## config.mk

```make
export PLATFORM = sky130hd
export DESIGN_NAME = mpq_store
export DESIGN_NICKNAME = d
export VERILOG_FILES = /design/src/hdl/mpq_pkg.sv /design/src/hdl/mpq_store.sv
export SDC_FILE = /design/constraint.sdc
export NUM_CORES = 2
export LEC_CHECK = 0
export CORE_ASPECT_RATIO = 0.75
export CORE_MARGIN = 5
export CORE_UTILIZATION = 60
export CTS_BUF_LIST = sky130_fd_sc_hd__clkbuf_8
export CTS_CLUSTER_SIZE = 28
export DETAILED_ROUTE_END_ITERATION = 12
export DONT_BUFFER_PORTS = 1
export GPL_TIMING_DRIVEN = 0
export PLACE_DENSITY = 0.76
export SETUP_SLACK_MARGIN = 0.1
export SLEW_MARGIN = 10
export SYNTH_ARGS = -nofsm -noshare
export SYNTH_HDL_FRONTEND = slang
export SYNTH_SLANG_ARGS = --single-unit
export TNS_END_PERCENT = 5
```

## constraint.sdc

```tcl
create_clock -name i_clk -period 16.1 [get_ports i_clk]
set_input_delay 4.83 -clock i_clk [delete_from_list [all_inputs] [get_ports i_clk]]
set_output_delay 4.83 -clock i_clk [all_outputs]
set_load 0.02 [all_outputs]
```

## src/hdl/mpq_pkg.sv

```systemverilog
// Package for the linear-scan min priority queue.
// Holds capacity constants, action/status/state codes and shared structs.
// No dependencies.
package mpq_pkg;

    localparam int CAPACITY    = 64;
    localparam int ADDR_W      = (CAPACITY > 1) ? $clog2(CAPACITY) : 1;
    localparam int CNT_W       = $clog2(CAPACITY + 1);
    localparam int DATA_W      = 32;
    localparam int COUNT_OUT_W = 7;

    typedef enum logic [1:0] {
        ACT_ENQ   = 2'd0,
        ACT_DEQ   = 2'd1,
        ACT_PEEK  = 2'd2,
        ACT_CLEAR = 2'd3
    } t_action;

    typedef enum logic [1:0] {
        ST_OK    = 2'd0,
        ST_EMPTY = 2'd1,
        ST_FULL  = 2'd2
    } t_status;

    typedef enum logic [2:0] {
        S_IDLE,
        S_SCAN,
        S_LAST,
        S_MOVE,
        S_DONE
    } t_state;

    typedef struct packed {
        logic        [DATA_W-1:0] value;
        logic signed [DATA_W-1:0] prio;
    } t_entry;

    typedef struct packed {
        logic              first;
        logic              valid;
        logic [ADDR_W-1:0] slot;
    } t_scan_ctl;

    typedef struct packed {
        t_status          status;
        t_entry           entry;
        logic [CNT_W-1:0] count;
    } t_result;

    // Biased priority above value: unsigned compare gives the urgency order.
    function automatic logic [2*DATA_W-1:0] urgency_key(input t_entry e);
        urgency_key = {e.prio ^ {1'b1, {(DATA_W-1){1'b0}}}, e.value};
    endfunction

endpackage

```

## src/hdl/mpq_store.sv

```systemverilog
// Entry store for the priority queue: one write port, one registered read.
// Depends on mpq_pkg.
module mpq_store (
    input  logic                        i_clk,
    input  logic                        i_we,
    input  logic [mpq_pkg::ADDR_W-1:0]  i_waddr,
    input  mpq_pkg::t_entry             i_wdata,
    input  logic                        i_re,
    input  logic [mpq_pkg::ADDR_W-1:0]  i_raddr,
    output mpq_pkg::t_entry             o_rdata
);
    import mpq_pkg::*;

    t_entry r_mem [CAPACITY];
    t_entry r_rdata;

    always_ff @(posedge i_clk) begin
        if (i_we) begin
            r_mem[i_waddr] <= i_wdata;
        end
    end

    always_ff @(posedge i_clk) begin
        if (i_re) begin
            r_rdata <= r_mem[i_raddr];
        end
    end

    assign o_rdata = r_rdata;

endmodule

```

==> impl_metrics.ini <==
[status]
outcome = finished clean

[setup_path]
path_class = in2reg
critPathLaunchType = input port
crit_chain = buf_2 -> buf_4 -> buf_2 -> buf_2 -> buf_4 -> mux2i_1 -> o22ai_1 -> a41oi_1 -> a211oi_1
cp-end-kind = flip-flop
crit_slowest_cell = a211oi_1
crit_buf_inv = 5
cp.required_ns = 16.75
crit_fanout = 12
rrSetupSlack_ns = 12.95
cp_data_arrival_time_ns = 9.15
slowest_delay_ns = 1.23
crit_top_cell = buf_2
crit_family = buffers and inverters

[drt]
wl_mm = 424
drt-pass1-iter-count = 7
viasPerCell = 7.03
drc = 0
dr_total_vias = 79600
wl_per_cell_um = 37.4
ant_nets = 0
drt_iter0_drc = 14200

[timing]
fin_crit_ns = 8.50
relSlewSlack = 0.0833
hold_ws_ns = 0.945
clock_skew_ns = 0.0912
fmax_mhz = 118
post-route-period-util = 0.528
rsz0062_at_grt = false
hold_viol = 0
tightestPinTransition_ns = 1.36
finalSetupViolCount = 0
slew_violations = 0
fin_setup_tns_ns = 0

[global_route]
gr-total-overflow = 0
grtUsageTotal = 0.310
grt_max_degree = 65
grtUsageMet2 = 0.436
met1_usage = 0.440
met3_usage = 0.126
antenna_found_initial = 41
grt_first_pass_wirelength_mm = 590
top_usage_layer = met1
grt_pass1_vias = 78300

[cts]
cts-buffers-inserted = 604
cts-root-buf = clkbuf_8
post_cts_buffers = 0
hold_buffers = 0
clk_pin_slew_ns = 0.07
clock_path_buffers = 4
cts_tree = yes
clk_latency_ns = 1.10
cts-htree-levels = 6
cts.repair.resized = 0
clock_sinks = 4160

[placement]
dp_hpwl_mm = 279
place_inst = 10300
port_buffers = 0
gp_congestion = 0.876
placed_area_mm2 = 0.166

[logic_synthesis]
syn_area_mm2 = 0.157
ys_seq_area_frac = 0.796
ys_seq_elements = 4160
syn_inst = 6598
synthTopCellsByArea = edfxtp_1 80%, mux4_2 15%, mux2i_1 0.86%
yosys_warnings = 0
synth_fp_nets = 6677
synth_top_area_cell = edfxtp_1
synth_area_per_cell_um2 = 23.8
synth.top_cell.area_share = 0.796
ys_types = 32

[floorplan]
die_w_um = 601
die_h_um = 453
core_mm2 = 0.260
rows = 162
dieArea_mm2 = 0.272
ios = 143
initial_utilization = 0.604

[layout]
syn_to_final_growth_pct = 12.6
stdcell_count = 11300
fin_nets = 7492
fin_area_mm2 = 0.177
drive_gt1_frac = 0.287

[min_path]
hold_class = reg2reg

[pwr]
power_density_mw_per_mm2 = 117
peakVddDrop_uv = 84.4
leakagePower_nw = 55.6
finalPower_mw = 20.8

[job]
maxCapViolCount = 0
## synthesized netlist by cell type
cell type	number
a211oi_1	63
a22o_1	88
a22oi_1	168
a2bb2oi_1	19
a31o_1	1
a31oi_1	18
a41oi_1	26
and2_1	3
and3_1	64
buf_1	20
buf_2	170
buf_4	34
buf_6	6
clkbuf_1	140
edfxtp_1	4160
inv_1	19
mux2i_1	135
mux4_2	1024
nand2_1	58
nand2b_1	11
nand3_1	45
nand3b_1	2
nand4_1	2
nand4b_1	1
nor2_1	112
nor2b_1	28
nor3_1	2
o221ai_1	38
o22ai_1	83
or2_2	28
or3_1	29
or3b_2	1
## cell families (layout without fill, tap and decap cells)
kind of cell / after synthesis / in the layout / share of synthesized area
AO/OA/AOI/OAI: 504 / 504 / 0.0247
AND/OR/NAND/NOR: 386 / 386 / 0.0123
flip-flops: 4160 / 4160 / 0.796
multiplexers: 1159 / 1159 / 0.156
other: 0 / 23 / 0
buffers and inverters: 389 / 1660 / 0.0118
## path summary, 6_finish.rpt
path / depth (start not counted) / startpoint / to
setup reg to reg: 5 / r_mem[54][54] / o_rdata[54]
hold reg to reg: 4 / r_mem[38][30] / o_rdata[30]
setup / recovery: 9 / i_raddr[2] / o_rdata[58]
hold / removal: 4 / r_mem[38][30] / o_rdata[30]
## cells in the final DEF (no fill, tap or decap), drive strengths merged
| master | n |
|---|---|
| a211oi | 63 |
| a22o | 88 |
| a22oi | 168 |
| a2bb2oi | 19 |
| a31o | 1 |
| a31oi | 18 |
| a41oi | 26 |
| and2 | 3 |
| and3 | 64 |
| buf | 439 |
| bufinv | 12 |
| clkbuf | 761 |
| clkinv | 203 |
| clkinvlp | 18 |
| diode | 23 |
| edfxtp | 4160 |
| inv | 227 |
| mux2i | 135 |
| mux4 | 1024 |
| nand2 | 58 |
| nand2b | 11 |
| nand3 | 45 |
| nand3b | 2 |
| nand4 | 2 |
| nand4b | 1 |
| nor2 | 112 |
| nor2b | 28 |
| nor3 | 2 |
| o221ai | 38 |
| o22ai | 83 |
| or2 | 28 |
| or3 | 29 |
| or3b | 1 |
## through the flow
| stage | util | worst slack, ns |
|---|---|---|
| 5_1_grt | 0.680 | 7.71 |
| 3_5_place_dp | 0.638 | 6.92 |
| 4_1_cts | 0.680 | 8.02 |
| 2_1_floorplan | - | 5.83 |
| 6_report | 0.680 | 7.60 |
| 3_3_place_gp | 0.620 | -0.259 |
## routing by layer
layer  up-vias  share of wire
li1      30300              -
met1     41200           0.35
met2      7127           0.43
met3      1051           0.17
met4        20          0.047
met5         -        0.00029
## worst min-delay path, delay by kind of cell (launching register included)
family           cells  cell delay (ns)
flip-flops           1             0.32
AND/OR/NAND/NOR      2             0.22
multiplexers         1             0.22
AO/OA/AOI/OAI        1             0.07
## power breakdown
part	switching [mW]	internal [mW]
Clock	3.95	3.78
Sequential	0.0456	12.0
Combinational	0.607	0.364
## flip-flops by register name, summed over array words and instances, names as in the netlist
| register | flops |
|---|---|
| r_mem | 4096 |
| o_rdata | 64 |
## final cells by class
| cell class | count | area, um2 |
|---|---|---|
| sequential | 4160 | 125000 |
| fill | 15000 | 83200 |
| multi-input combinational | 2049 | 30700 |
| clock buffer | 621 | 8550 |
| tap | 3444 | 4310 |
| timing repair buffer | 209 | 4170 |
| clock inverter | 441 | 2230 |
| buffer | 370 | 1780 |
| inverter | 19 | 71.3 |
| antenna | 23 | 57.6 |
Note: power is estimated with default switching activity, not from simulation.
