==> src/hdl/mpq_pkg.sv <==
// Package for the linear-scan min priority queue.
// Holds capacity constants, action/status/state codes and shared structs.
// No dependencies.
package mpq_pkg;

    localparam int CAPACITY    = 64;
    localparam int ADDR_W      = (CAPACITY > 1) ? $clog2(CAPACITY) : 1;
    localparam int CNT_W       = $clog2(CAPACITY + 1);
    localparam int DATA_W      = 32;
    localparam int COUNT_OUT_W = 7;

    typedef enum logic [1:0] {
        ACT_ENQ   = 2'd0,
        ACT_DEQ   = 2'd1,
        ACT_PEEK  = 2'd2,
        ACT_CLEAR = 2'd3
    } t_action;

    typedef enum logic [1:0] {
        ST_OK    = 2'd0,
        ST_EMPTY = 2'd1,
        ST_FULL  = 2'd2
    } t_status;

    typedef enum logic [2:0] {
        S_IDLE,
        S_SCAN,
        S_LAST,
        S_MOVE,
        S_DONE
    } t_state;

    typedef struct packed {
        logic        [DATA_W-1:0] value;
        logic signed [DATA_W-1:0] prio;
    } t_entry;

    typedef struct packed {
        logic              first;
        logic              valid;
        logic [ADDR_W-1:0] slot;
    } t_scan_ctl;

    typedef struct packed {
        t_status          status;
        t_entry           entry;
        logic [CNT_W-1:0] count;
    } t_result;

    // Biased priority above value: unsigned compare gives the urgency order.
    function automatic logic [2*DATA_W-1:0] urgency_key(input t_entry e);
        urgency_key = {e.prio ^ {1'b1, {(DATA_W-1){1'b0}}}, e.value};
    endfunction

endpackage

==> src/hdl/mpq_scan.sv <==
// Shared compare unit: keeps the most urgent entry seen during a scan.
// Depends on mpq_pkg.
module mpq_scan (
    input  logic                        i_clk,
    input  mpq_pkg::t_scan_ctl          i_ctl,
    input  mpq_pkg::t_entry             i_entry,
    output mpq_pkg::t_entry             o_best,
    output logic [mpq_pkg::ADDR_W-1:0]  o_best_slot
);
    import mpq_pkg::*;

    t_entry            r_best;
    logic [ADDR_W-1:0] r_best_slot;
    logic              take;

    assign take = i_ctl.valid && (i_ctl.first || (urgency_key(i_entry) < urgency_key(r_best)));

    always_ff @(posedge i_clk) begin
        if (take) begin
            r_best      <= i_entry;
            r_best_slot <= i_ctl.slot;
        end
    end

    assign o_best      = r_best;
    assign o_best_slot = r_best_slot;

endmodule

==> config.mk <==
export PLATFORM = sky130hd
export DESIGN_NAME = mpq_scan
export DESIGN_NICKNAME = d
export VERILOG_FILES = /design/src/hdl/mpq_pkg.sv /design/src/hdl/mpq_scan.sv
export SDC_FILE = /design/constraint.sdc
export NUM_CORES = 1
export LEC_CHECK = 0
export BUFFER_PORTS_ARGS = -buffer_cell sky130_fd_sc_hd__buf_2
export CAP_MARGIN = 25
export CORE_MARGIN = 2
export CORE_UTILIZATION = 45
export DETAILED_ROUTE_END_ITERATION = 10
export GPL_TIMING_DRIVEN = 0
export PLACE_DENSITY_LB_ADDON = 0.1
export SLEW_MARGIN = 20
export SYNTH_ARGS = -nofsm -noshare
export SYNTH_HDL_FRONTEND = slang
export SYNTH_SLANG_ARGS = --single-unit
==> constraint.sdc <==
create_clock -name i_clk -period 5.71 [get_ports i_clk]
set_clock_uncertainty 0.1 [all_clocks]
set_input_delay 0.571 -clock i_clk [delete_from_list [all_inputs] [get_ports i_clk]]
set_output_delay 0.571 -clock i_clk [all_outputs]
set_load 0.05 [all_outputs]
==> results by group, run 1 <==
Run status
  • Status: finished, final reports clean

Route
  • Routed len/inst: around 13 um
  • DR vias/cell: ~4.8
  • Drt total wl: 7430 um
  • DR DRC count: 0
  • DR vias: between 2k and 3k
  • Post-DRT Antenna Nets: 0
  • First drt pass iteration count: 4
  • DR iter-0 viols: 66

Hold path
  • Min-delay src: i_ctl[1]
  • Hold Path Cell Cnt: 1
  • Hold WC Path Type: primary input to flip-flop

Power
  • Power per Cell Area: between 200 and 300 nW/um2
  • Leakage: roughly 0.0024 uW
  • VDD IR max: 145 uV

CTS
  • Postcts setup bufs: 0
  • CTS buffer count: 9
  • CTS tree: built
  • # resized after CTS: 0
  • Max clock buf depth: 2
  • Clk sinks: 70
  • Clock slew seen by the registers of the worst setup and hold paths: around 0.080 ns
  • Clk_lat worst skew: between 0.3 and 0.4 ns
  • Clock root cell: clkbuf_8
  • Post-CTS Hold Buffers: 0
  • H-tree depth: 3

GRT
  • Vias in the first global route: about 2.6k
  • GRT Total Usage: between 10% and 20%
  • Initial antenna violation count: 0
  • Grt ovf: 0
  • First-pass GRT wire length: ~12000 um
  • Largest net degree at the start of global routing: 41

Placed design
  • HPWL Detailed: around 5900 um
  • Number of port buffers: approximately 140
  • Placer Congestion: ~0.76

Floorplan
  • Die H: ~95 um
  • Row count: 33
  • Core ar.: ~8100 um2
  • Io pins: between 100 and 150
  • Initial Util: a little under half
  • Die area: 8970 um2
  • Die width: 94.7 um

Synth
  • Seq/Total Area, Yosys: around 57%
  • Mapped Area: 3700 um2
  • #FFs+latches synth: 70
  • Synth warn: 0
  • Net count after synthesis: approximately 430
  • Post-Syn Instances: a little under 300
  • Syn_area_per_cell: 12.6 um2
  • Synth cell types: 28

Finish
  • Layout area overhead: 27.9%
  • Fill count: roughly 730
  • Commonest cells after routing, fill and taps aside: buf_2 (142), edfxtp_1 (70), inv_1 (65)
  • Antenna Cells: 0
  • Final Core Density: 58.5%
  • Commonest non-fill, non-tap cell in the layout: buf_2
  • Layout cells sized above 1: about 35%
  • Nets@finish: 585

Worst setup path
  • Worst R2R Setup Slack: between 2 and 3 ns
  • Worst Reg-to-Reg Cells: 9
  • Crit path launch: o_best[51]
  • Buf+Inv Stages, Crit Path: 2
  • Critical path type: flip-flop to flip-flop
  • CP Capture Type: flip-flop
  • CP Launch Type: flip-flop
  • Slowest cell on crit path: and3_4
  • Max FO, Critical Path: 40
  • Crit path depth: 9
  • Crit path DAT: ~3.0 ns
  • Req. time, crit path: about 5.6 ns
  • Critical path, cell by cell: inv_1, ha_1, a21oi_2, o21ai_1, a221o_1, a2111oi_2, a21o_1, and3_4, buf_12
  • Crit-path max cell delay: 0.49 ns
  • R2R Path Start: o_best[51]
  • Family with the most delay on the worst path: compound AO/OA/AOI/OAI gates

STA
  • Relative slew slack: ~69%
  • Final hold viol count: 0
  • RSZ-0062 raised after global routing: false
  • Setup TNS: 0 ns
  • Crit share post-route: 53.6%
  • Final Slew Violations: 0
  • Worst hold margin: ~0.31 ns
  • Final setup violation count: 0
  • Worst slew pin tran: roughly 0.46 ns
  • FMAX: 327 MHz
  • Fin crit period: 3.06 ns

Run
  • Max-Cap Viols: 0
layer usage:
layer  global-route usage (%)  vias up  wire [um]
met4                     5.07        0         67
met5                        0        -          0
met1                     21.3     1219       3320
met3                     5.59        6        555
met2                     28.0       76       3490
li1                         -     1381          -
synthesized netlist by cell type:
cell        n  area share, %
a21oi_1    21            2.8
nand2_1    12            1.2
a221o_1     1           0.27
nor3_1      2           0.27
a211oi_1    1           0.20
a221oi_1    1           0.24
a31oi_1     2           0.34
or2_1       1           0.17
nand2b_1    2           0.34
o41ai_1     1           0.24
o31ai_1     1           0.20
inv_1      65            6.6
nand4_1    12            2.0
nor2b_1     1           0.17
nor2_1      3           0.30
ha_1       63             21
nand3b_1    1           0.20
o21ai_0     4           0.54
a21o_1      9            1.8
a2111oi_2   2           0.81
a21oi_2     1           0.24
or3_1       1           0.17
and3_1      2           0.34
and4_1      2           0.47
nand3_1    10            1.4
o21ai_1     3           0.41
edfxtp_1   70             57
a2111oi_0   1           0.24
power by group:
part	leakage [uW]	internal [uW]	switching (uW)
clock network	0.0000801	154	186
registers	0.000682	625	19.0
logic	0.00160	110	276
metrics by stage:
step	std cells	setup slack (ns)	instance area, um2	total power, uW
2_1_floorplan	295	1.46	3700	936
3_3_place_gp	542	0.537	4550	1040
3_5_place_dp	543	2.31	4570	1050
4_1_cts	559	2.61	4740	1390
5_1_grt	559	2.48	4740	1450
6_report	559	2.65	4740	1370
worst reg2reg max path, stage by stage, from the launching register on:
cell       delay, ns
edfxtp_1        0.38
inv_1           0.07
ha_1            0.24
a21oi_2         0.13
o21ai_1         0.07
a221o_1         0.38
a2111oi_2       0.40
a21o_1          0.17
and3_4          0.49
buf_12          0.30
cell type report:
class | instances | area [um2] | area share, %
sequential | 70 | 2100 | 44.4
tap | 105 | 131 | 2.77
clock buffer | 9 | 124 | 2.61
timing repair buffer | 143 | 731 | 15.4
clock inverter | 7 | 41.3 | 0.872
multi-input combinational | 160 | 1360 | 28.8
inverter | 65 | 244 | 5.15
sequential cells by signal (all words and copies together), names as in the netlist:
| signal | cells |
|---|---|
| o_best | 64 |
| o_best_slot | 6 |
worst paths after layout:
check / to
max reg2reg: o_best[28]
max: o_best[28]
min reg2reg: o_best[2]
min: o_best_slot[1]
kinds of logic (layout without fill, tap and decap cells):
group	after synthesis	count (layout)	synth area share (%)
simple gates	49	49	7.02
buf+inv	65	224	6.59
fa+ha+maj	63	63	21.3
flops	70	70	56.7
compound gates	48	48	8.38
(Power assumes the default switching activity.)
==> run 2: changes to the inputs <==
CORE_UTILIZATION = 44   (was 45)
clock period = 2.75 ns   (was 5.71 ns; I/O delays follow)
==> run 2 against run 1 <==
The run now ends with negative setup slack left. Utilization increased by 3.5 points. Register-to-register slack got worse by 2.7 ns. Clock power increased by 94%. Via count increased by 5.8%. Setup slack got worse by 2.7 ns. Sequential share of layout area decreased by 2.9 points. Non-clock buffer count increased by 15. Final area increased by 7.1%. Worst hold slack got worse by 0.29 ns. Routed wire length increased by 13%. Cell count increased by 2.9%. Power increased by 110%. Critical endpoint is now o_best[12]. Largest power group unchanged.
==> results by group, run 2 (same netlist as run 1, synthesis figures left out) <==
Route
  • Routed len/inst: 14.6 um (+9.8%)
  • Post-DRT Antenna Nets: 0 (unchanged)
  • DR vias/cell: 4.93 (+2.8%)
  • DR DRC count: 0 (unchanged)
  • DR vias: 2837 (+5.8%)
  • DR iter-0 viols: 61 (-7.6%)
  • First drt pass iteration count: 4 (unchanged)
  • Drt total wl: 8390 um (+13%)

Worst setup path
  • Buf+Inv Stages, Crit Path: 3 (+1)
  • Critical path type: flip-flop to flip-flop
  • Crit path top cell by count: a2111oi_2
  • Crit-path max cell delay: 0.53 ns (+0.04 ns)
  • Max FO, Critical Path: 5 (-88%)
  • Slowest cell on crit path: o41ai_1
  • Crit path depth: 9 (unchanged)
  • Req. time, crit path: 2.71 ns (-2.92 ns)
  • Crit path DAT: 2.74 ns (-0.24 ns)
  • CP Launch Type: flip-flop
  • Worst Reg-to-Reg Cells: 9 (unchanged)
  • Family with the most delay on the worst path: compound AO/OA/AOI/OAI gates
  • R2R Path Start: o_best[33]
  • CP Capture Type: flip-flop
  • Worst R2R Setup Slack: -0.03 ns (-2.68 ns)
  • Critical path, cell by cell: inv_1, ha_1, a2111oi_2, a2111oi_2, o41ai_1, a21o_1, buf_6, and3_4, clkbuf_16
  • R2R Path End: o_best[12]
  • Crit path to: o_best[12]
  • Crit path launch: o_best[33]

Floorplan
  • Row count: 33 (unchanged)
  • Core ar.: 8180 um2 (+1.0%)
  • Io pins: 143 (unchanged)
  • Die area: 9170 um2 (+2.2%)
  • Initial Util: 45.3% (-0.46 points)
  • Die H: 95.8 um (+1.1%)
  • Die width: 95.8 um (+1.1%)

Run status
  • Status: complete, but fails checks
  • Failing checks: negative setup slack

Finish
  • Nets@finish: 604 (+3.2%)
  • Layout area overhead: 36.9%
  • Largest register FFs: 64 (unchanged)
  • Design Area, Final: 5070 um2 (+7.1%)
  • Antenna Cells: 0 (unchanged)
  • Commonest cells after routing, fill and taps aside: buf_2 (142), edfxtp_1 (70), inv_1 (63)
  • Fill count: 694 (-5.4%)
  • Layout cells sized above 1: 38.9% (+3.5 points)
  • Commonest non-fill, non-tap cell in the layout: buf_2
  • Non-filler cells, final: 575 (+2.9%)

GRT
  • Grt ovf: 0 (unchanged)
  • GRT Total Usage: 18.5% (+1.5 points)
  • Vias in the first global route: 2775 (+5.3%)
  • First-pass GRT wire length: 12700 um (+8.9%)
  • Largest net degree at the start of global routing: 11 (-73%)
  • Initial antenna violation count: 0 (unchanged)

STA
  • PnR worst setup slack: -0.0267 ns (-2.68 ns)
  • FMAX: 360 MHz (+10%)
  • Worst slew pin tran: 0.530 ns (+0.0653 ns)
  • Final Slew Violations: 0 (unchanged)
  • Final setup violation count: 18 (+18)
  • Relative slew slack: 64.2% (-4.8 points)
  • Crit share post-route: 101% (+47 points)
  • Final hold viol count: 0 (unchanged)
  • Fin crit period: 2.78 ns (-0.284 ns)
  • RSZ-0062 raised after global routing: true

Placed design
  • HPWL Detailed: 5950 um (+0.55%)
  • Worst slack, placed: -0.528 ns (-2.83 ns)
  • Placer Congestion: 0.737 (-3.3%)
  • Number of port buffers: 142 (unchanged)
  • Placed Area: 4580 um2 (+0.11%)
  • Dpl cells: 542 (-0.18%)

Power
  • Power per Cell Area: 574 nW/um2 (+98%)
  • VDD IR max: 267 uV (+84%)
  • Leakage: 0.00249 uW (+5.2%)
  • Tot Pwr: 2910 uW (+110%)

CTS
  • CTS buffer count: 9 (unchanged)
  • CTS tree: built
  • Clock root cell: clkbuf_8
  • Max clock buf depth: 2 (unchanged)
  • Clk_lat worst skew: 0.34 ns (about the same)
  • Clk sinks: 70 (unchanged)
  • H-tree depth: 3 (unchanged)
  • Clock slew seen by the registers of the worst setup and hold paths: 0.07 ns (about the same)

Run
  • Max-Cap Viols: 0 (unchanged)

Hold path
  • Hold WC Path Type: primary input to flip-flop
[run 2: cell count changes in the layout (fill, tap and decap cells not counted), sizes merged]
cell / delta
buf: +9
dlygate4sd3: +5
and3: +4
clkinvlp: -2
clkbuf: +1
clkinv: -1
[run 2: per-stage QoR]
step	TNS [ns]	util (%)	hold WS, ns
finish	-0.272	62.1	0.0187
CTS	-0.324	61.1	0.000925
floorplan	-23.20	-	0.274
detailed placement	-36.84	56.0	0.354
global route	-7.03	62.1	0.00239
global placement	-33.67	56.0	0.352
[run 2: worst min path at each step]
| stage | from | end | slack [ns] | depth (start not counted) |
|---|---|---|---|---|
| 4_1_cts | i_ctl[0] | o_best_slot[0] | 0.0009 | 1 |
| 5_1_grt | i_entry[59] | o_best[59] | 0.002 | 1 |
| 2_1_floorplan | i_entry[0] | o_best[0] | 0.27 | 0 |
| 6_report | i_entry[32] | o_best[32] | 0.02 | 1 |
| 3_5_place_dp | i_ctl[1] | o_best_slot[1] | 0.35 | 1 |
| 3_3_place_gp | i_ctl[0] | o_best_slot[0] | 0.35 | 1 |
[run 2: layout make-up]
type / count / area (um2) / area share (%)
clock buffer: 9 / 124 / 2.44
clock inverter: 4 / 17.5 / 0.345
inverter: 65 / 244 / 4.81
multi-input combinational: 164 / 1500 / 29.6
sequential: 70 / 2100 / 41.4
tap: 105 / 131 / 2.59
timing repair buffer: 158 / 951 / 18.7
[run 2: timing repair]
item	4_1_cts	5_1_grt
hold buffers	4	1
cloned	5	1
endpoints found under the setup margin	70	70
gates resized for setup	8	11
hold endpoints to repair	4	1
pin swaps	0	2
buffers inserted	9	2
[run 2: metal layers]
| metal | share of wire, % | GRT usage [%] | wire length [um] | vias to the layer above |
|---|---|---|---|---|
| met5 | 0 | 0 | 0 | - |
| met1 | 44 | 23.9 | 3650 | 1303 |
| li1 | - | - | - | 1434 |
| met3 | 7.6 | 5.64 | 640 | 10 |
| met2 | 47 | 29.5 | 3980 | 90 |
| met4 | 1.4 | 6.55 | 114 | 0 |
[run 2: power by group]
part / leakage, uW / internal (uW) / switching, uW / total, uW
Sequential: 0.000682 / 1300 / 40.5 / 1340
Combinational: 0.00173 / 304 / 608 / 913
Clock: 0.0000757 / 303 / 358 / 661
Total: 0.00249 / 1900 / 1010 / 2910
