`config.mk`:
```
export PLATFORM = sky130hd
export DESIGN_NAME = mpq_ctrl
export DESIGN_NICKNAME = d
export VERILOG_FILES = /design/src/hdl/mpq_pkg.sv /design/src/hdl/mpq_ctrl.sv
export SDC_FILE = /design/constraint.sdc
export NUM_CORES = 1
export LEC_CHECK = 0
export BUFFER_PORTS_ARGS = -buffer_cell sky130_fd_sc_hd__buf_2
export CAP_MARGIN = 40
export CORE_AREA = 5 5 139 141
export CTS_BUF_LIST = sky130_fd_sc_hd__clkbuf_8
export CTS_CLUSTER_DIAMETER = 150
export DETAILED_ROUTE_END_ITERATION = 6
export DIE_AREA = 0 0 144 146
export GPL_ROUTABILITY_DRIVEN = 0
export PLACE_DENSITY = 0.56
export SLEW_MARGIN = 0
export SYNTH_ARGS = -nofsm -noshare
export SYNTH_HDL_FRONTEND = slang
export SYNTH_SLANG_ARGS = --single-unit
```
`constraint.sdc`:
```
create_clock -name i_clk -period 8.2 [get_ports i_clk]
set_clock_uncertainty 0.2 [all_clocks]
set_input_delay 1.64 -clock i_clk [delete_from_list [all_inputs] [get_ports i_clk]]
set_output_delay 1.64 -clock i_clk [all_outputs]
set_load 0.05 [all_outputs]
```
`src/hdl/mpq_pkg.sv`:
```
// Package for the linear-scan min priority queue.
// Holds capacity constants, action/status/state codes and shared structs.
// No dependencies.
package mpq_pkg;

    localparam int CAPACITY    = 64;
    localparam int ADDR_W      = (CAPACITY > 1) ? $clog2(CAPACITY) : 1;
    localparam int CNT_W       = $clog2(CAPACITY + 1);
    localparam int DATA_W      = 32;
    localparam int COUNT_OUT_W = 7;

    typedef enum logic [1:0] {
        ACT_ENQ   = 2'd0,
        ACT_DEQ   = 2'd1,
        ACT_PEEK  = 2'd2,
        ACT_CLEAR = 2'd3
    } t_action;

    typedef enum logic [1:0] {
        ST_OK    = 2'd0,
        ST_EMPTY = 2'd1,
        ST_FULL  = 2'd2
    } t_status;

    typedef enum logic [2:0] {
        S_IDLE,
        S_SCAN,
        S_LAST,
        S_MOVE,
        S_DONE
    } t_state;

    typedef struct packed {
        logic        [DATA_W-1:0] value;
        logic signed [DATA_W-1:0] prio;
    } t_entry;

    typedef struct packed {
        logic              first;
        logic              valid;
        logic [ADDR_W-1:0] slot;
    } t_scan_ctl;

    typedef struct packed {
        t_status          status;
        t_entry           entry;
        logic [CNT_W-1:0] count;
    } t_result;

    // Biased priority above value: unsigned compare gives the urgency order.
    function automatic logic [2*DATA_W-1:0] urgency_key(input t_entry e);
        urgency_key = {e.prio ^ {1'b1, {(DATA_W-1){1'b0}}}, e.value};
    endfunction

endpackage

```
`src/hdl/mpq_ctrl.sv`:
```
// Sequencer for the priority queue: accepts a request, drives the store
// and the compare unit over the scan, and produces one result.
// Depends on mpq_pkg.
module mpq_ctrl (
    input  logic                        i_clk,
    input  logic                        i_rst_n,
    input  logic                        i_valid,
    output logic                        o_ready,
    input  logic [1:0]                  i_action,
    input  logic [mpq_pkg::DATA_W-1:0]  i_value,
    input  logic [mpq_pkg::DATA_W-1:0]  i_priority_req,
    output logic                        o_res_valid,
    input  logic                        i_res_ready,
    output mpq_pkg::t_result            o_res,
    output logic                        o_we,
    output logic [mpq_pkg::ADDR_W-1:0]  o_waddr,
    output mpq_pkg::t_entry             o_wdata,
    output logic                        o_re,
    output logic [mpq_pkg::ADDR_W-1:0]  o_raddr,
    input  mpq_pkg::t_entry             i_rdata,
    output mpq_pkg::t_scan_ctl          o_cmp,
    input  mpq_pkg::t_entry             i_best,
    input  logic [mpq_pkg::ADDR_W-1:0]  i_best_slot
);
    import mpq_pkg::*;

    t_state            r_state, n_state;
    logic [CNT_W-1:0]  r_count, n_count;
    t_action           r_action, n_action;
    logic [ADDR_W-1:0] r_idx, n_idx;
    t_scan_ctl         r_cmp, n_cmp;
    t_status           r_status, n_status;
    t_entry            r_res, n_res;

    t_action           act_in;
    logic              full;
    logic [ADDR_W-1:0] last_idx;

    assign act_in   = t_action'(i_action);
    assign full     = (r_count == CNT_W'(CAPACITY));
    assign last_idx = ADDR_W'(r_count - CNT_W'(1));

    always_comb begin
        n_state = r_state;
        case (r_state)
            S_IDLE: begin
                if (i_valid) begin
                    if ((act_in inside {ACT_DEQ, ACT_PEEK}) && (r_count != '0)) begin
                        n_state = S_SCAN;
                    end else begin
                        n_state = S_DONE;
                    end
                end
            end
            S_SCAN: begin
                if (r_idx == last_idx) begin
                    n_state = S_LAST;
                end
            end
            S_LAST:  n_state = S_MOVE;
            S_MOVE:  n_state = S_DONE;
            S_DONE: begin
                if (i_res_ready) begin
                    n_state = S_IDLE;
                end
            end
            default: n_state = S_IDLE;
        endcase
    end

    always_comb begin
        o_we     = 1'b0;
        o_waddr  = r_count[ADDR_W-1:0];
        o_wdata  = '{value: i_value, prio: i_priority_req};
        o_re     = 1'b0;
        o_raddr  = r_idx;
        n_count  = r_count;
        n_action = r_action;
        n_idx    = r_idx;
        n_cmp    = '{first: 1'b0, valid: 1'b0, slot: r_idx};
        n_status = r_status;
        n_res    = r_res;
        case (r_state)
            S_IDLE: begin
                if (i_valid) begin
                    n_action = act_in;
                    n_status = ST_OK;
                    n_res    = '0;
                    n_idx    = '0;
                    case (act_in)
                        ACT_ENQ: begin
                            if (full) begin
                                n_status = ST_FULL;
                            end else begin
                                o_we    = 1'b1;
                                n_count = r_count + CNT_W'(1);
                            end
                        end
                        ACT_DEQ, ACT_PEEK: begin
                            if (r_count == '0) begin
                                n_status = ST_EMPTY;
                            end
                        end
                        ACT_CLEAR: n_count = '0;
                        default:   n_count = r_count;
                    endcase
                end
            end
            S_SCAN: begin
                o_re  = 1'b1;
                o_raddr = r_idx;
                n_idx = r_idx + ADDR_W'(1);
                n_cmp = '{first: (r_idx == '0), valid: 1'b1, slot: r_idx};
            end
            S_LAST: begin
                o_re    = 1'b1;
                o_raddr = last_idx;
            end
            S_MOVE: begin
                n_res = i_best;
                if (r_action == ACT_DEQ) begin
                    o_we    = 1'b1;
                    o_waddr = i_best_slot;
                    o_wdata = i_rdata;
                    n_count = r_count - CNT_W'(1);
                end
            end
            default: ;
        endcase
    end

    always_ff @(posedge i_clk) begin
        if (!i_rst_n) begin
            r_state <= S_IDLE;
            r_count <= '0;
            r_cmp   <= '0;
        end else begin
            r_state <= n_state;
            r_count <= n_count;
            r_cmp   <= n_cmp;
        end
    end

    always_ff @(posedge i_clk) begin
        r_action <= n_action;
        r_idx    <= n_idx;
        r_status <= n_status;
        r_res    <= n_res;
    end

    assign o_ready     = (r_state == S_IDLE);
    assign o_res_valid = (r_state == S_DONE);
    assign o_res       = '{status: r_status, entry: r_res, count: r_count};
    assign o_cmp       = r_cmp;

endmodule

```
==> results.py, run 1 <==
metrics = {
    "outcome": {
        "status": "finished, final reports clean",
    },
    "global_route": {
        "grt_pass1_vias": 4453,
        "grt.total_usage_pct": 16.43,
        "antenna_found_initial": 1,
        "grt_overflow": 0,
        "grt_max_degree": 75,
        "grt_pass1_wl_um": 26430,
    },
    "route": {
        "wl_per_cell_um": 18.12,
        "via_count": 4421,
        "ant_nets": 0,
        "wl_met3_um": 1998,
        "drc": 0,
        "highest_layer": "met5",
        "drt_iter0_markers": 235,
        "drt-total-wl_um": 18030,
        "met1Wirelength_um": 7354,
        "wl_met2_um": 8409,
        "viasPerCell": 4.443,
        "dr.pass1.iters": 4,
    },
    "setup_path": {
        "reg2reg_slack_ns": 5.15,
        "endpoint_kind": "output port",
        "critPathSlowestCell": "buf_4",
        "path_max_fanout": 74,
        "r2r_end": "r_count[2]$_SDFFE_PN0P_",
        "cp_cell_sequence": "nand3b_1 > nor3b_2 > buf_4 > mux2_2 > buf_2",
        "r2r-start": "r_state[0]$_SDFFE_PN0P_",
        "critPathLaunchType": "register",
        "endpoint": "o_wdata[4]",
        "reg2regPathDepth": 6,
        "cp_data_required_time_ns": 6.36,
        "cp-startpoint": "r_state[0]$_SDFFE_PN0P_",
        "crit_type": "reg2out",
        "crit_arrival_ns": 3.04,
        "slowest_delay_ns": 0.70,
    },
    "clock_tree": {
        "cts_hold_buf": 0,
        "root_buffer": "clkbuf_8",
        "cts_resized": 0,
        "cts_buffers": 9,
        "insertion_delay_ns": 0.38,
        "htree_levels": 3,
        "clk_path_buf_depth": 2,
        "cts_setup_buffers": 0,
        "clock_sinks": 92,
        "cts.clk_slew.worst_paths_ns": 0.11,
        "tritoncts": "yes",
    },
    "layout": {
        "drive_above_1_share_pct": 60.26,
        "mostFrequentLayoutCells": "buf_2, edfxtp_1, and2_1",
        "syn_to_final_growth_pct": 45.52,
        "final_common_cell": "buf_2",
        "fin_nets": 970,
        "n_fill_cell": 1787,
        "final_cells": 995,
    },
    "placed_design": {
        "portBuffers": 364,
        "placedCellCount": 978,
        "dp_hpwl_um": 14520,
    },
    "synthesis": {
        "syn_area_um2": 4887,
        "ys_warn_count": 0,
        "ys_ff_latch": 92,
        "ys.flop_type": "edfxtp_1",
        "synth_enable_flop_cells": 74,
        "seq_area_frac_synth_pct": 52.84,
        "synthDominantCellAreaShare_pct": 45.47,
        "syn_inst": 413,
        "netlist_top_cells_area": "edfxtp_1, mux2_2, and2_1",
        "post-synth-top-area-cell": "edfxtp_1",
        "syn-num-nets": 623,
        "async_reset_ff_share_pct": 0,
        "synth.avg_cell_area_um2": 11.83,
        "ys_types": 49,
    },
    "min_path": {
        "hold_path.class": "reg2reg",
    },
    "timing": {
        "fin_crit_ns": 4.884,
        "max-slew-margin-rel_pct": 38.16,
        "rsz0062_at_grt": "false",
        "max_freq_mhz": 204.7,
        "tightest_slew_ns": 0.9276,
        "hold_viol_final": 0,
        "setup_violations": 0,
        "finalMaxSlewViolations": 0,
        "final.period_utilization_pct": 59.56,
        "fin_tns_setup_ns": 0,
    },
    "pwr": {
        "leakagePower_nw": 3.371,
        "ir_drop_uv": 114.2,
        "power.density_nw_per_um2": 201.1,
    },
    "floorplan": {
        "io_pins": 365,
        "start_util_pct": 27.39,
        "core-area_um2": 17840,
        "fp-row-count": 49,
        "die_h_um": 146,
        "die_w_um": 144,
        "die-area_um2": 21020,
    },
    "job": {
        "maxCapViolations": 0,
    },
}
-- layout make-up --
class / count / area, um^2 / area share [%]
inverters: 8 / 30.03 / 0.4222
flip-flops and latches: 92 / 2582 / 36.31
multi-input cells: 282 / 2143 / 30.14
repair buffers: 367 / 1844 / 25.93
clock inverters: 7 / 98.84 / 1.390
well taps: 229 / 286.5 / 4.029
diodes: 1 / 2.502 / 0.03519
clock buffers: 9 / 123.9 / 1.742
-- how the worst min path moves through the flow --
stage | cells after the start | startpoint | to
finish | 2 | r_count[0]$_SDFFE_PN0P_ | r_count[0]$_SDFFE_PN0P_
detailed placement | 2 | r_count[0]$_SDFFE_PN0P_ | r_count[0]$_SDFFE_PN0P_
global route | 2 | r_count[0]$_SDFFE_PN0P_ | r_count[0]$_SDFFE_PN0P_
CTS | 2 | r_count[0]$_SDFFE_PN0P_ | r_count[0]$_SDFFE_PN0P_
floorplan | 2 | r_idx[1]$_SDFFCE_PN0P_ | o_cmp[1]$_SDFF_PN0_
global placement | 2 | r_count[0]$_SDFFE_PN0P_ | r_count[0]$_SDFFE_PN0P_
-- synth_stat cells, types with 2 or more instances --
| cell | n |
|---|---|
| mux2i_1 | 3 |
| xnor2_1 | 9 |
| nor2b_1 | 2 |
| nor3b_1 | 3 |
| or3_1 | 3 |
| dfxtp_1 | 18 |
| and2_1 | 70 |
| nand3b_1 | 3 |
| edfxtp_1 | 74 |
| mux2_2 | 68 |
| buf_2 | 10 |
| nand2_1 | 19 |
| clkbuf_1 | 19 |
| xor2_1 | 5 |
| nor2_1 | 16 |
| nand3_1 | 6 |
| nor3_1 | 7 |
| a22oi_1 | 4 |
| inv_1 | 8 |
| a21oi_1 | 7 |
| and3_1 | 5 |
| nand2b_1 | 3 |
| ha_1 | 6 |
| a211oi_1 | 3 |
| o22ai_1 | 3 |
| o21ai_0 | 16 |
-- sequential cells by signal, indices dropped and copies added, names as in the netlist --
| name | flops |
|---|---|
| r_action | 2 |
| r_status | 2 |
| r_state | 3 |
| o_cmp | 8 |
| r_idx | 6 |
| o_res | 64 |
| r_count | 7 |
-- layer usage --
layer,vias to the layer above,GRT usage [%]
met2,221,25.86
met4,2,4.237
met1,2007,21.41
li1,2170,-
met3,21,5.882
met5,-,0
-- critical path, delay by kind of cell (launching register included) --
kind	cells	cell delay, ns
buf+inv	2	0.93
simple gates	2	0.73
flops	1	0.49
mux	1	0.42
-- cells by family after synthesis --
group / share of synthesized area [%]
buffers and inverters: 3.482
adder cells (fa/ha/maj): 1.536
multiplexers: 16.28
AO/OA/AOI/OAI: 6.349
flip-flops: 52.84
AND/OR/NAND/NOR: 17.00
XOR/XNOR: 2.509
-- per-stage QoR --
step | worst slack, ns | utilization, % | hold WS [ns] | cell area [um^2] | total power, mW
floorplan | 3.787 | - | 0.3745 | 4887 | 0.9495
finish | 3.316 | 39.86 | 0.4232 | 7112 | 1.430
detailed placement | 3.769 | 38.60 | 0.4059 | 6887 | 1.093
CTS | 3.322 | 39.85 | 0.4192 | 7109 | 1.448
global route | 3.082 | 39.85 | 0.4520 | 7109 | 1.498
global placement | 3.784 | 38.60 | 0.4037 | 6887 | 1.093
-- power by group --
group | switching, mW | internal [mW] | leakage [nW]
Clock | 0.177 | 0.175 | 0.117
Sequential | 0.0265 | 0.566 | 0.881
Combinational | 0.361 | 0.125 | 2.37
Total | 0.564 | 0.866 | 3.37
(Power assumes the default switching activity.)
==> run 2, diff against run 1 <==
clock period = 5 ns   (was 8.2 ns; I/O delays follow)
==> run 2 against run 1 <==
Against the previous run: worst hold slack worse by 0.0024 ns; final cell count down 0.10%; critical path depth unchanged; non-clock buffer count unchanged; total power up 61%; die area unchanged; worst setup slack worse by 2.3 ns; register-to-register slack worse by 2.9 ns; global-route usage down 0.21 points; critical path type unchanged; highest routed layer unchanged.
==> results.py, run 2 (synthesis gave the netlist of run 1 again) <==
metrics = {
    "timing": {
        "fin_ws_ns": 0.9912,
        "tightest_slew_ns": 0.8387,
        "finalMaxSlewViolations": 0,
        "hold_slack_ns": 0.4207,
        "setup_violations": 0,
        "fin_crit_ns": 4.009,
        "rsz0062_at_grt": "false",
        "hold_viol_final": 0,
        "max_freq_mhz": 249.5,
        "fin_tns_setup_ns": 0,
        "max-slew-margin-rel_pct": 44.08,
        "final.period_utilization_pct": 80.18,
    },
    "floorplan": {
        "start_util_pct": 27.39,
        "io_pins": 365,
        "die-area_um2": 21020,
        "fp-row-count": 49,
        "die_w_um": 144,
        "die_h_um": 146,
        "core-area_um2": 17840,
    },
    "global_route": {
        "grt_overflow": 0,
        "grt_max_degree": 73,
        "grt.total_usage_pct": 16.21,
        "antenna_found_initial": 1,
        "grt_pass1_vias": 4510,
        "grt_pass1_wl_um": 26110,
    },
    "placed_design": {
        "placedCellCount": 978,
        "portBuffers": 364,
        "place_ws_ns": 1.404,
        "dp_hpwl_um": 14300,
        "placed_cell_area_um2": 6899,
    },
    "route": {
        "ant_nets": 0,
        "via_count": 4427,
        "viasPerCell": 4.454,
        "drt-total-wl_um": 17770,
        "drt_iter0_markers": 243,
        "wl_per_cell_um": 17.88,
        "dr.pass1.iters": 4,
        "drc": 0,
    },
    "clock_tree": {
        "clk_path_buf_depth": 2,
        "cts_hold_buf": 0,
        "tritoncts": "yes",
        "cts_buffers": 9,
        "clock_sinks": 92,
        "htree_levels": 3,
        "cts_resized": 0,
        "root_buffer": "clkbuf_8",
        "cts_setup_buffers": 0,
        "insertion_delay_ns": 0.36,
        "cts.clk_slew.worst_paths_ns": 0.10,
    },
    "layout": {
        "fin_nets": 970,
        "design_area_um2": 7109,
        "postLayoutCoreUtil_pct": 39.85,
        "final_common_cell": "buf_2",
        "diodes": 0,
        "drive_above_1_share_pct": 60.26,
        "syn_to_final_growth_pct": 45.47,
        "final_cells": 994,
        "largest_reg_flops": 64,
        "mostFrequentLayoutCells": "buf_2, edfxtp_1, and2_1",
    },
    "pwr": {
        "p_comb_share_pct": 34.8,
        "leakagePower_nw": 3.364,
        "p_total_mw": 2.299,
        "swShare_pct": 39.40,
        "pwr-share-clk_pct": 23.0,
        "pwr-share-seq_pct": 42.2,
        "p_sw_mw": 0.9059,
        "power.density_nw_per_um2": 323.4,
        "ir_drop_uv": 138.7,
        "p_int_mw": 1.393,
    },
    "setup_path": {
        "critPathSlowestCell": "dfxtp_1",
        "crit_arrival_ns": 2.81,
        "critPathLaunchType": "register",
        "endpoint_kind": "output port",
        "cp_data_required_time_ns": 3.80,
        "path_delay_family": "simple AND/OR/NAND/NOR gates",
        "slowest_delay_ns": 0.49,
        "crit_buf_inv": 2,
        "reg2reg_slack_ns": 2.23,
        "crit_type": "reg2out",
        "cp_cell_sequence": "nand3b_1 > nor3b_2 > buf_12 > mux2_2 > buf_2",
        "path_max_fanout": 72,
    },
    "job": {
        "maxCapViolations": 0,
    },
    "min_path": {
        "hold_path.class": "reg2reg",
    },
    "outcome": {
        "status": "finished, final reports clean",
    },
}
-- run 2: cell types whose count changed in the layout (fill, tap and decap cells not counted), sizes merged --
| cell | change |
|---|---|
| bufinv | -1 |
| diode | -1 |
| inv | -2 |
| clkinvlp | +1 |
| clkbuf | +2 |
-- run 2: final cells by class --
class                           count  area (um^2)
Fill cell                        1794        10730
Sequential cell                    92         2582
Multi-Input combinational cell    282         2143
Timing Repair Buffer              367         1857
Tap cell                          229        286.5
Clock buffer                       11        151.4
Clock inverter                      5        58.81
Inverter                            8        30.03
-- run 2: worst min-delay path, cell delays in order, from the launching register on --
cell and delay, ns:
dfxtp_1 0.42, nand2_1 0.10, a21oi_1 0.06
-- run 2: worst paths after layout --
path | cells after the start | to | start
max | 5 | o_wdata[9] | r_state[0]$_SDFFE_PN0P_
min | 2 | r_count[0]$_SDFFE_PN0P_ | r_count[0]$_SDFFE_PN0P_
max reg2reg | 7 | r_count[1]$_SDFFE_PN0P_ | r_count[0]$_SDFFE_PN0P_
min reg2reg | 2 | r_count[0]$_SDFFE_PN0P_ | r_count[0]$_SDFFE_PN0P_
-- run 2: layer usage --
metal / global-route usage (%) / wire length (um) / vias to the layer above
met3: 6.507 / 2079 / 22
met1: 20.71 / 7210 / 2003
met5: 0 / 13 / -
li1: - / - / 2170
met2: 25.68 / 8244 / 230
met4: 3.861 / 220 / 2
-- run 2: power groups by stage --
stage / registers [mW] / logic [mW] / clock network [mW]
6_report: 0.970 / 0.799 / 0.529
5_1_grt: 0.980 / 0.844 / 0.589
4_1_cts: 0.972 / 0.806 / 0.553
3_5_place_dp: 0.989 / 0.803 / 0
3_3_place_gp: 0.987 / 0.806 / 0
2_1_floorplan: 1.23 / 0.330 / 0
